--- src/rtl/ltwsd_pkg.sv ---
// shared types, codes and constants of the load trend worker spawn decider
package ltwsd_pkg;

	localparam int HIST_DEPTH_DEF = 16;

	localparam int REQ_W    = 2;
	localparam int AMOUNT_W = 16;
	localparam int WORKER_W = 8;
	localparam int CODE_W   = 3;
	localparam int LOAD_W   = 32;
	localparam int CFG_IDX_W  = 2;
	localparam int CFG_DATA_W = 16;

	localparam int MIN_HIST_W = 5;
	localparam int MIN_LOAD_W = 16;
	localparam int MAX_WK_W   = 8;
	localparam int COOL_W     = 5;

	localparam logic [MIN_HIST_W-1:0] MIN_HIST_RST = MIN_HIST_W'(8);
	localparam logic [MIN_LOAD_W-1:0] MIN_LOAD_RST = MIN_LOAD_W'(15);
	localparam logic [MAX_WK_W-1:0]   MAX_WK_RST   = MAX_WK_W'(128);
	localparam logic [COOL_W-1:0]     COOL_RST     = COOL_W'(16);

	typedef enum logic [REQ_W-1:0] {
		REQ_ADD    = 2'd0,
		REQ_RETIRE = 2'd1,
		REQ_CHECK  = 2'd2,
		REQ_RSVD   = 2'd3
	} req_type_t;

	typedef enum logic [CFG_IDX_W-1:0] {
		CFG_MIN_HISTORY = 2'd0,
		CFG_MIN_LOAD    = 2'd1,
		CFG_MAX_WORKERS = 2'd2,
		CFG_COOLDOWN    = 2'd3
	} cfg_idx_t;

	typedef enum logic [CODE_W-1:0] {
		DEC_GRANT      = 3'd0,
		DEC_COOLDOWN   = 3'd1,
		DEC_LIMIT      = 3'd2,
		DEC_SHORT_HIST = 3'd3,
		DEC_ABOVE_BEST = 3'd4,
		DEC_LOW_LOAD   = 3'd5,
		DEC_FALLING    = 3'd6,
		DEC_NO_CHECK   = 3'd7
	} decision_t;

	typedef enum logic [1:0] {
		ST_IDLE   = 2'd0,
		ST_SCAN   = 2'd1,
		ST_DRAIN  = 2'd2,
		ST_FINISH = 2'd3
	} ctrl_state_t;

	typedef struct packed {
		logic take;
		logic scan_step;
		logic finish;
		logic out_load;
	} ltwsd_cmd_t;

	typedef struct packed {
		logic need_scan;
		logic issue_last;
	} ltwsd_status_t;

endpackage

--- src/rtl/ltwsd_ifs.sv ---
// valid/ready channel interfaces for requests, decisions and configuration writes
interface ltwsd_req_if import ltwsd_pkg::*; ();
	logic                valid;
	logic                ready;
	logic [REQ_W-1:0]    req_type;
	logic [AMOUNT_W-1:0] amount;
	logic [WORKER_W-1:0] worker_count;

	modport source (output valid, req_type, amount, worker_count, input ready);
	modport sink   (input valid, req_type, amount, worker_count, output ready);
endinterface

interface ltwsd_rsp_if import ltwsd_pkg::*; ();
	logic              valid;
	logic              ready;
	logic              grant_worker;
	logic [CODE_W-1:0] decision_code;

	modport source (output valid, grant_worker, decision_code, input ready);
	modport sink   (input valid, grant_worker, decision_code, output ready);
endinterface

interface ltwsd_cfg_if import ltwsd_pkg::*; ();
	logic                  valid;
	logic                  ready;
	logic [CFG_IDX_W-1:0]  index;
	logic [CFG_DATA_W-1:0] data;

	modport source (output valid, index, data, input ready);
	modport sink   (input valid, index, data, output ready);
endinterface

--- src/rtl/ltwsd_ctrl.sv ---
// controller state machine: handshakes and sequencing of the history scan
module ltwsd_ctrl import ltwsd_pkg::*; (
	input  logic          clk,
	input  logic          arst_n,
	input  logic          req_valid,
	output logic          req_ready,
	output logic          rsp_valid,
	input  logic          rsp_ready,
	input  ltwsd_status_t st,
	output ltwsd_cmd_t    cmd
);

	ctrl_state_t state_q, state_d;
	logic        out_valid_q;

	always_ff @(posedge clk or negedge arst_n) begin
		if (!arst_n) begin
			state_q     <= ST_IDLE;
			out_valid_q <= 1'b0;
		end else begin
			state_q <= state_d;
			if (cmd.out_load) begin
				out_valid_q <= 1'b1;
			end else if (rsp_ready) begin
				out_valid_q <= 1'b0;
			end
		end
	end

	always_comb begin
		state_d   = state_q;
		cmd       = '0;
		req_ready = 1'b0;
		unique case (state_q)
			ST_IDLE: begin
				// output register is free or drains in this cycle
				req_ready = !out_valid_q || rsp_ready;
				if (req_valid && req_ready) begin
					cmd.take = 1'b1;
					if (st.need_scan) begin
						state_d = ST_SCAN;
					end else begin
						cmd.out_load = 1'b1;
					end
				end
			end
			ST_SCAN: begin
				cmd.scan_step = 1'b1;
				if (st.issue_last) begin
					state_d = ST_DRAIN;
				end
			end
			ST_DRAIN: begin
				state_d = ST_FINISH;
			end
			ST_FINISH: begin
				cmd.finish   = 1'b1;
				cmd.out_load = 1'b1;
				state_d      = ST_IDLE;
			end
		endcase
	end

	assign rsp_valid = out_valid_q;

`ifndef SYNTHESIS
	a_ready_only_idle: assert property (@(posedge clk) disable iff (!arst_n)
		req_ready |-> (state_q == ST_IDLE))
		else $error("request ready outside idle");

	a_valid_from_load: assert property (@(posedge clk) disable iff (!arst_n)
		$rose(out_valid_q) |-> $past(cmd.out_load))
		else $error("result valid without a load");

	a_scan_exit: assert property (@(posedge clk) disable iff (!arst_n)
		(state_q == ST_SCAN) |=> (state_q == ST_SCAN || state_q == ST_DRAIN))
		else $error("scan left to a wrong state");

	a_finish_free: assert property (@(posedge clk) disable iff (!arst_n)
		(state_q == ST_FINISH) |-> !out_valid_q)
		else $error("result register busy at scan finish");
`endif

endmodule

--- src/rtl/ltwsd_dp.sv ---
// datapath: counters, configuration, load history memory and scan accumulators
module ltwsd_dp import ltwsd_pkg::*; #(
	parameter int HISTORY_DEPTH = HIST_DEPTH_DEF
) (
	input  logic                  clk,
	input  logic                  arst_n,
	input  logic [REQ_W-1:0]      req_type,
	input  logic [AMOUNT_W-1:0]   amount,
	input  logic [WORKER_W-1:0]   worker_count,
	input  logic                  cfg_we,
	input  logic [CFG_IDX_W-1:0]  cfg_index,
	input  logic [CFG_DATA_W-1:0] cfg_data,
	input  ltwsd_cmd_t            cmd,
	output ltwsd_status_t         st,
	output logic                  grant_worker,
	output logic [CODE_W-1:0]     decision_code
);

	localparam int PW   = $clog2(HISTORY_DEPTH);
	localparam int FW   = $clog2(HISTORY_DEPTH + 1);
	localparam int SUMW = LOAD_W + PW;
	localparam int CMPW = (FW > MIN_HIST_W) ? FW : MIN_HIST_W;

	// configuration registers
	logic [MIN_HIST_W-1:0] min_hist_q;
	logic [MIN_LOAD_W-1:0] min_load_q;
	logic [MAX_WK_W-1:0]   max_wk_q;
	logic [COOL_W-1:0]     cool_cfg_q;

	logic [LOAD_W-1:0]   pending_q;
	logic [LOAD_W-1:0]   completed_q;
	logic [LOAD_W-1:0]   best_q;
	logic [WORKER_W-1:0] best_cnt_q;
	logic [COOL_W-1:0]   cool_q;
	logic [PW-1:0]       head_q;
	logic [FW-1:0]       fill_q;

	logic [LOAD_W-1:0] hist_mem [HISTORY_DEPTH];

	logic [FW-1:0]     idx_q;
	logic              rd_vld_s1;
	logic [FW-1:0]     rd_idx_s1;
	logic [LOAD_W-1:0] rd_data_s1;
	logic [SUMW-1:0]   sum_old_q;
	logic [SUMW-1:0]   sum_new_q;
	logic              low_q;

	logic              grant_q;
	decision_t         code_q;

	req_type_t         rtype;
	logic [LOAD_W:0]   pend_add;
	logic [LOAD_W:0]   comp_add;
	logic              hist_full;
	logic [FW-1:0]     fill_next;
	logic [FW:0]       wr_sum;
	logic [PW-1:0]     wr_addr;
	logic [PW-1:0]     head_inc;
	logic [FW:0]       rd_sum;
	logic [PW-1:0]     rd_addr;
	logic              best_gt;
	logic [WORKER_W-1:0] best_cnt_next;
	decision_t         early_code;
	logic              early_hit;
	decision_t         final_code;
	decision_t         code_sel;
	logic [FW-1:0]     lo_end;
	logic [FW-1:0]     hi_start;
	logic              is_take_check;

	always_comb begin
		rtype     = req_type_t'(req_type);
		pend_add  = {1'b0, pending_q} + (LOAD_W+1)'(amount);
		comp_add  = {1'b0, completed_q} + (LOAD_W+1)'(amount);
		hist_full = (fill_q == FW'(HISTORY_DEPTH));
		fill_next = hist_full ? fill_q : fill_q + FW'(1);
		// head + fill wraps once at most; when full this lands on head
		wr_sum    = (FW+1)'(head_q) + (FW+1)'(fill_q);
		wr_addr   = (wr_sum >= (FW+1)'(HISTORY_DEPTH)) ?
			PW'(wr_sum - (FW+1)'(HISTORY_DEPTH)) : PW'(wr_sum);
		head_inc  = (head_q == PW'(HISTORY_DEPTH - 1)) ? '0 : head_q + PW'(1);
		rd_sum    = (FW+1)'(head_q) + (FW+1)'(idx_q);
		rd_addr   = (rd_sum >= (FW+1)'(HISTORY_DEPTH)) ?
			PW'(rd_sum - (FW+1)'(HISTORY_DEPTH)) : PW'(rd_sum);
		best_gt       = completed_q > best_q;
		best_cnt_next = best_gt ? worker_count : best_cnt_q;
		lo_end    = fill_q >> 1;
		hi_start  = FW'(((FW+1)'(fill_q) + (FW+1)'(1)) >> 1);
		is_take_check = cmd.take && (rtype == REQ_CHECK);

		early_hit  = 1'b1;
		early_code = DEC_NO_CHECK;
		if (rtype == REQ_CHECK) begin
			priority if (cool_q != '0) begin
				early_code = DEC_COOLDOWN;
			end else if (worker_count > max_wk_q) begin
				early_code = DEC_LIMIT;
			end else if (CMPW'(fill_next) < CMPW'(min_hist_q)) begin
				early_code = DEC_SHORT_HIST;
			end else if (best_cnt_next < worker_count) begin
				early_code = DEC_ABOVE_BEST;
			end else begin
				early_hit  = 1'b0;
				early_code = DEC_GRANT;
			end
		end

		priority if (low_q) begin
			final_code = DEC_LOW_LOAD;
		end else if (sum_old_q > sum_new_q) begin
			final_code = DEC_FALLING;
		end else begin
			final_code = DEC_GRANT;
		end

		code_sel = cmd.finish ? final_code : early_code;
	end

	assign st.need_scan  = (rtype == REQ_CHECK) && !early_hit;
	assign st.issue_last = (idx_q == fill_q - FW'(1));

	always_ff @(posedge clk or negedge arst_n) begin
		if (!arst_n) begin
			min_hist_q <= MIN_HIST_RST;
			min_load_q <= MIN_LOAD_RST;
			max_wk_q   <= MAX_WK_RST;
			cool_cfg_q <= COOL_RST;
		end else if (cfg_we) begin
			unique case (cfg_idx_t'(cfg_index))
				CFG_MIN_HISTORY: min_hist_q <= cfg_data[MIN_HIST_W-1:0];
				CFG_MIN_LOAD:    min_load_q <= cfg_data[MIN_LOAD_W-1:0];
				CFG_MAX_WORKERS: max_wk_q   <= cfg_data[MAX_WK_W-1:0];
				CFG_COOLDOWN:    cool_cfg_q <= cfg_data[COOL_W-1:0];
			endcase
		end
	end

	always_ff @(posedge clk or negedge arst_n) begin
		if (!arst_n) begin
			pending_q   <= '0;
			completed_q <= '0;
			best_q      <= '0;
			best_cnt_q  <= '0;
			cool_q      <= '0;
			head_q      <= '0;
			fill_q      <= '0;
		end else if (cmd.take) begin
			unique case (rtype)
				REQ_ADD: begin
					pending_q <= pend_add[LOAD_W] ? '1 : pend_add[LOAD_W-1:0];
				end
				REQ_RETIRE: begin
					pending_q   <= (pending_q > LOAD_W'(amount)) ?
						pending_q - LOAD_W'(amount) : '0;
					completed_q <= comp_add[LOAD_W] ? '1 : comp_add[LOAD_W-1:0];
				end
				REQ_CHECK: begin
					fill_q <= fill_next;
					if (hist_full) begin
						head_q <= head_inc;
					end
					if (best_gt) begin
						best_q     <= completed_q;
						best_cnt_q <= worker_count;
					end
					completed_q <= '0;
					if (cool_q != '0) begin
						cool_q <= cool_q - COOL_W'(1);
					end
				end
				REQ_RSVD: begin
				end
			endcase
		end else if (cmd.finish && final_code == DEC_GRANT) begin
			cool_q <= cool_cfg_q;
		end
	end

	// history memory: one write at a check, one registered read per scan cycle
	always_ff @(posedge clk) begin
		if (is_take_check) begin
			hist_mem[wr_addr] <= pending_q;
		end
		if (cmd.scan_step) begin
			rd_data_s1 <= hist_mem[rd_addr];
		end
	end

	always_ff @(posedge clk or negedge arst_n) begin
		if (!arst_n) begin
			rd_vld_s1 <= 1'b0;
			idx_q     <= '0;
			sum_old_q <= '0;
			sum_new_q <= '0;
			low_q     <= 1'b0;
		end else begin
			rd_vld_s1 <= cmd.scan_step;
			priority if (is_take_check) begin
				idx_q     <= '0;
				sum_old_q <= '0;
				sum_new_q <= '0;
				low_q     <= 1'b0;
			end else begin
				if (cmd.scan_step) begin
					idx_q <= idx_q + FW'(1);
				end
				// middle entry of an odd length falls in neither half
				if (rd_vld_s1) begin
					if (rd_idx_s1 < lo_end) begin
						sum_old_q <= sum_old_q + SUMW'(rd_data_s1);
					end else if (rd_idx_s1 >= hi_start) begin
						sum_new_q <= sum_new_q + SUMW'(rd_data_s1);
						if (rd_data_s1 < LOAD_W'(min_load_q)) begin
							low_q <= 1'b1;
						end
					end
				end
			end
		end
	end

	always_ff @(posedge clk) begin
		rd_idx_s1 <= idx_q;
		if (cmd.out_load) begin
			grant_q <= (code_sel == DEC_GRANT);
			code_q  <= code_sel;
		end
	end

	assign grant_worker  = grant_q;
	assign decision_code = code_q;

`ifndef SYNTHESIS
	a_fill_bound: assert property (@(posedge clk) disable iff (!arst_n)
		fill_q <= FW'(HISTORY_DEPTH))
		else $error("history fill beyond depth");

	a_scan_in_window: assert property (@(posedge clk) disable iff (!arst_n)
		cmd.scan_step |-> (idx_q < fill_q))
		else $error("scan index outside filled history");
`endif

endmodule

--- src/rtl/load_trend_worker_spawn_decider.sv ---
// top level of the load trend worker spawn decider
// Usage: requests enter on req (req_type, amount, worker_count) with valid/ready;
// one decision per request leaves on rsp (grant_worker, decision_code).
// Add-load and retire requests update the saturating pending-load and
// completed-work counters and answer with the not-a-check code; they can
// be accepted every cycle while rsp keeps up.
// A check pushes the pending load into the history memory and settles
// cooldown, worker limit, history length and best count in its accept cycle.
// If those pass, the history is read back one entry per cycle through the
// single memory read port over the fill entries (fill is the number of
// history entries, at most HISTORY_DEPTH), then the decision is loaded.
// Configuration writes on cfg are always accepted and are meant for idle time.
// Results sit in an output register; a stalled receiver holds the decision
// there and req is accepted again once that register drains.
// Reset clears all counters, the history fill and the configuration to its
// defaults; history contents are not cleared, so no clearing pass is needed.
module load_trend_worker_spawn_decider import ltwsd_pkg::*; #(
	parameter int HISTORY_DEPTH = HIST_DEPTH_DEF
) (
	input logic        clk,
	input logic        arst_n,
	ltwsd_req_if.sink  req,
	ltwsd_rsp_if.source rsp,
	ltwsd_cfg_if.sink  cfg
);

	ltwsd_cmd_t    cmd;
	ltwsd_status_t st;

	assign cfg.ready = 1'b1;

	ltwsd_ctrl u_ctrl (
		.clk       (clk),
		.arst_n    (arst_n),
		.req_valid (req.valid),
		.req_ready (req.ready),
		.rsp_valid (rsp.valid),
		.rsp_ready (rsp.ready),
		.st        (st),
		.cmd       (cmd)
	);

	ltwsd_dp #(
		.HISTORY_DEPTH (HISTORY_DEPTH)
	) u_dp (
		.clk           (clk),
		.arst_n        (arst_n),
		.req_type      (req.req_type),
		.amount        (req.amount),
		.worker_count  (req.worker_count),
		.cfg_we        (cfg.valid && cfg.ready),
		.cfg_index     (cfg.index),
		.cfg_data      (cfg.data),
		.cmd           (cmd),
		.st            (st),
		.grant_worker  (rsp.grant_worker),
		.decision_code (rsp.decision_code)
	);

endmodule
--- src/flat_wrapper.sv ---
// flat-port wrapper written by rule: the top's interface ports become plain ports
module load_trend_worker_spawn_decider_flat import ltwsd_pkg::*;
#(
	parameter int HISTORY_DEPTH = HIST_DEPTH_DEF
)
  (clk, arst_n, req_valid, req_req_type, req_amount, req_worker_count, req_ready, rsp_valid, rsp_grant_worker, rsp_decision_code, rsp_ready, cfg_valid, cfg_index, cfg_data, cfg_ready);
  ltwsd_req_if req_i ();
  ltwsd_rsp_if rsp_i ();
  ltwsd_cfg_if cfg_i ();
  input logic clk;
  input logic arst_n;
  input wire logic [$bits(req_i.valid)-1:0] req_valid;
  input wire logic [$bits(req_i.req_type)-1:0] req_req_type;
  input wire logic [$bits(req_i.amount)-1:0] req_amount;
  input wire logic [$bits(req_i.worker_count)-1:0] req_worker_count;
  output wire logic [$bits(req_i.ready)-1:0] req_ready;
  output wire logic [$bits(rsp_i.valid)-1:0] rsp_valid;
  output wire logic [$bits(rsp_i.grant_worker)-1:0] rsp_grant_worker;
  output wire logic [$bits(rsp_i.decision_code)-1:0] rsp_decision_code;
  input wire logic [$bits(rsp_i.ready)-1:0] rsp_ready;
  input wire logic [$bits(cfg_i.valid)-1:0] cfg_valid;
  input wire logic [$bits(cfg_i.index)-1:0] cfg_index;
  input wire logic [$bits(cfg_i.data)-1:0] cfg_data;
  output wire logic [$bits(cfg_i.ready)-1:0] cfg_ready;
  assign req_i.valid = req_valid;
  assign req_i.req_type = req_req_type;
  assign req_i.amount = req_amount;
  assign req_i.worker_count = req_worker_count;
  assign req_ready = req_i.ready;
  assign rsp_valid = rsp_i.valid;
  assign rsp_grant_worker = rsp_i.grant_worker;
  assign rsp_decision_code = rsp_i.decision_code;
  assign rsp_i.ready = rsp_ready;
  assign cfg_i.valid = cfg_valid;
  assign cfg_i.index = cfg_index;
  assign cfg_i.data = cfg_data;
  assign cfg_ready = cfg_i.ready;
  load_trend_worker_spawn_decider #(.HISTORY_DEPTH(HISTORY_DEPTH)) u_core (.clk(clk), .arst_n(arst_n), .req(req_i), .rsp(rsp_i), .cfg(cfg_i));
endmodule
--- config.mk ---
export PLATFORM = sky130hd
export DESIGN_NAME = load_trend_worker_spawn_decider_flat
export DESIGN_NICKNAME = d
export VERILOG_FILES = /design/src/rtl/ltwsd_pkg.sv /design/src/rtl/ltwsd_ifs.sv /design/src/rtl/ltwsd_ctrl.sv /design/src/rtl/ltwsd_dp.sv /design/src/rtl/load_trend_worker_spawn_decider.sv /design/src/flat_wrapper.sv
export SDC_FILE = /design/constraint.sdc
export NUM_CORES = 1
export LEC_CHECK = 0
export BUFFER_PORTS_ARGS = -buffer_cell sky130_fd_sc_hd__buf_2
export CORE_MARGIN = 4
export CORE_UTILIZATION = 30
export CTS_BUF_LIST = sky130_fd_sc_hd__clkbuf_4 sky130_fd_sc_hd__clkbuf_8 sky130_fd_sc_hd__clkbuf_16
export CTS_CLUSTER_DIAMETER = 30
export DETAILED_ROUTE_END_ITERATION = 10
export HOLD_SLACK_MARGIN = 0.06
export SLEW_MARGIN = 5
export SYNTH_ARGS = -nofsm -noshare
export SYNTH_HDL_FRONTEND = slang
export SYNTH_SLANG_ARGS = --single-unit
--- constraint.sdc ---
create_clock -name clk -period 4.5 [get_ports clk]
set_input_delay 1.125 -clock clk [delete_from_list [all_inputs] [get_ports clk]]
set_output_delay 1.125 -clock clk [all_outputs]
set_load 0.02 [all_outputs]
==> impl_metrics.ini <==
[run_status]
status = finished clean

[synthesis]
synth_ff_type = edfxtp_1
synth_edf_count = 548
synth_area_leader_cell = edfxtp_1
synthMostInstantiatedCell = edfxtp_1
synth.avg_cell_area_um2 = 12.43
synth_cell_types = 97
yosysWarnings = 0
synth_nets = 3535
synth_top_area_share_pct = 40.89
netlist_area_um2 = 40250
ys_top_cells_by_count = edfxtp_1 (548), nand2_1 (303), ha_1 (241), dfrtp_1 (227), a21oi_1 (205)
synth_area_leaders = edfxtp_1 (41%), dfrtp_1 (14%), ha_1 (7.5%)
synth-seq-cells = 787
syn_inst = 3238
ys_seq_area_share_pct = 55.71
async_flop_share_pct = 29.73

[grt]
grt_overflow = 0
globalRouteTotalUtil_pct = 14.44
grt_pass1_vias = 27120
grt_pass1_wl_mm = 159.2
grt_max_degree = 88
antenna_found_initial = 6

[clock_tree]
htree_levels = 4
cts_tree = built
numCtsBuffers = 141
cts_root_buf = clkbuf_16
cts_buffer_depth = 3
path_clk_slew_ns = 0.05
clock_latency_ns = 0.75
clock_sinks = 787
hold_buffers = 0

[power_and_ir_drop]
p_leak_uw = 0.01922
p_per_area_nw_per_um2 = 529.4
peakVddDrop_v = 0.0003617

[route]
vias = 26980
wire_per_inst_um = 19.36
wl_mm = 102.6
postRouteAntennaNets = 0
drtPass1Iterations = 5
vias_per_cell = 5.092
first_iter_violations = 1945
drc = 0

[floorplanning]
fp.dieH_um = 374.3
core-area_um2 = 133300
die-area_um2 = 140100
start_util_pct = 30.19
die-width_um = 374.3
rows = 134
ios = 56

[sta]
worst_pin_slew_ns = 1.003
slew_viol_final = 0
relSlewSlack_pct = 33.14
rsz0062_at_grt = false
fmax_mhz = 235.1
setup_viol = 0
fin_crit_sh_pct = 94.52
fin_tns_setup_ns = 0
min_period_ns = 4.253
hold_viol_final = 0
skew_ns = 0.03107

[worst_setup_path]
r2r_cells = 17
required_ns = 4.91
crit_path_top_delay_cell = dfrtp_1
path_cells = ha_4, nand4_1, nor4_4, buf_4, nand2_1, a22o_1, nor2_2, buf_12, buf_4, mux2_2, ha_1, a211oi_1, nand4b_1, nor3_2, or3_1, a21oi_1, nor2_2
critPathMaxStageDelay_ns = 0.45
r2r-end = u_core.u_dp.decision_code[2]
start_kind = flip-flop
crit_type = reg -> reg
r2r-start = u_core.u_dp.completed_q[5]
critical_path.max_fanout = 5
crit_arrival_ns = 4.66
ff2ff_setup_slack_ns = 0.25
end_kind = flip-flop

[place]
io_buffers = 54
hpwl_mm = 66.70
gp_congestion = 0.8362
post_dp_cell_area_um2 = 43330

[final_layout]
syn_to_final_growth_pct = 20.52
final_util_pct = 36.39
final_area_um2 = 48510
fin_nets = 3709
drive_above_1_share_pct = 19.32

[run]
drv_cap = 0

[hold_path]
hp-class = in -> async
-- layout by cell type, fill, tap and decap left out, drive strengths merged, types with 15 or more instances in the layout --
cell    netlist  final
a31oi        66     66
a21o        108    108
nor2b        24     24
o21a         33     33
and3         28     28
mux4        128    128
a211oi       66     66
nand2b       25     25
nand3        54     54
a21oi       207    207
nor2        187    187
inv         175    205
clkinv        0     31
nand2       305    305
and2         50     50
nor3         33     33
edfxtp      548    548
bufinv        0     17
ha          241    241
xor2         33     33
o21ai       163    163
xnor2        61     61
or3          18     18
or2          15     15
buf          44    166
clkbuf       91    169
dfrtp       227    227
mux2         49     49
nand4        33     33
-- logic make-up after synthesis --
| group | count (synthesis) | synth area share [%] |
|---|---|---|
| simple gates | 820 | 9.715 |
| compound gates | 794 | 12.93 |
| flops | 787 | 55.71 |
| buf+inv | 310 | 3.040 |
| fa+ha+maj | 248 | 7.841 |
| mux | 184 | 8.708 |
| xor+xnor | 94 | 2.046 |
| other cells | 1 | 0.009318 |
-- layer usage --
metal  share of wire (%)  up-vias  wire, um  global-route usage (%)
met5              0.0068        -         7                       0
met4                 2.5        2      2539                   4.615
met3                 6.2      182      6368                   3.097
met2                  47      720     47840                   22.97
met1                  45    13440     45850                   19.72
li1                    -    12640         -                       -
-- sequential cells by signal, indices dropped and copies added, names as in the netlist, 16 cells and up --
| signal | count |
|---|---|
| u_core.u_dp.min_load_q | 16 |
| u_core.u_dp.completed_q | 32 |
| u_core.u_dp.rd_data_s1 | 32 |
| u_core.u_dp.sum_new_q | 36 |
| u_core.u_dp.hist_mem | 512 |
| u_core.u_dp.sum_old_q | 36 |
| u_core.u_dp.pending_q | 32 |
| u_core.u_dp.best_q | 32 |
-- final cells by class --
cell class              instances  area, um2
repair buffers                166       1309
multi-input cells            2141      16890
inverters                     175      656.9
clock buffers                 169       3866
flip-flops and latches        787      22420
diodes                          1      2.502
well taps                    1768       2212
clock inverters                92       1147
fillers                     12730      84780
-- worst max-delay path: cells and delay by family (launching register included) --
family	cells	cell delay [ns]
simple gates	8	1.47
compound gates	3	0.65
fa+ha+maj	2	0.59
flops	1	0.45
buf+inv	3	0.41
mux	1	0.33
-- power by group --
group / leakage, uW / internal (uW) / switching [uW]
registers: 0.00805 / 8650 / 656
logic: 0.00872 / 2190 / 3100
clock network: 0.00244 / 7210 / 3870
total: 0.0192 / 18000 / 7630
-- repair_timing --
item	in CTS	in global routing
endpoints found under the setup margin	4	9
setup buffers	0	10
gates resized for setup	1	11
pin swaps	0	13
-- how the worst max path moves through the flow --
stage,from,end,slack [ns],depth (start not counted)
global route,u_core.u_dp.completed_q[5],u_core.u_dp.decision_code[2],0.02,18
detailed placement,u_core.u_dp.completed_q[10],u_core.u_dp.decision_code[2],-0.02,18
finish,u_core.u_dp.completed_q[5],u_core.u_dp.decision_code[2],0.25,17
CTS,u_core.u_dp.completed_q[5],u_core.u_dp.decision_code[2],0.02,18
floorplan,req_req_type[0],u_core.u_dp.hist_mem[2][0],0.24,8
global placement,u_core.u_dp.completed_q[10],u_core.u_dp.decision_code[0],0.12,18
-- through the flow --
step                      power (uW)  cells  setup WS [ns]  hold WS, ns
after CTS                      25820   5288        0.01693       0.3894
final                          25680   5299         0.2466       0.3865
after detailed placement       14640   5027       -0.01941       0.4337
after global routing           26930   5298        0.01795       0.4413
after floorplan                12910   3238         0.2368       0.3693
after global placement         14560   5027         0.1215       0.4376
Note: power is estimated with default switching activity, not from simulation.
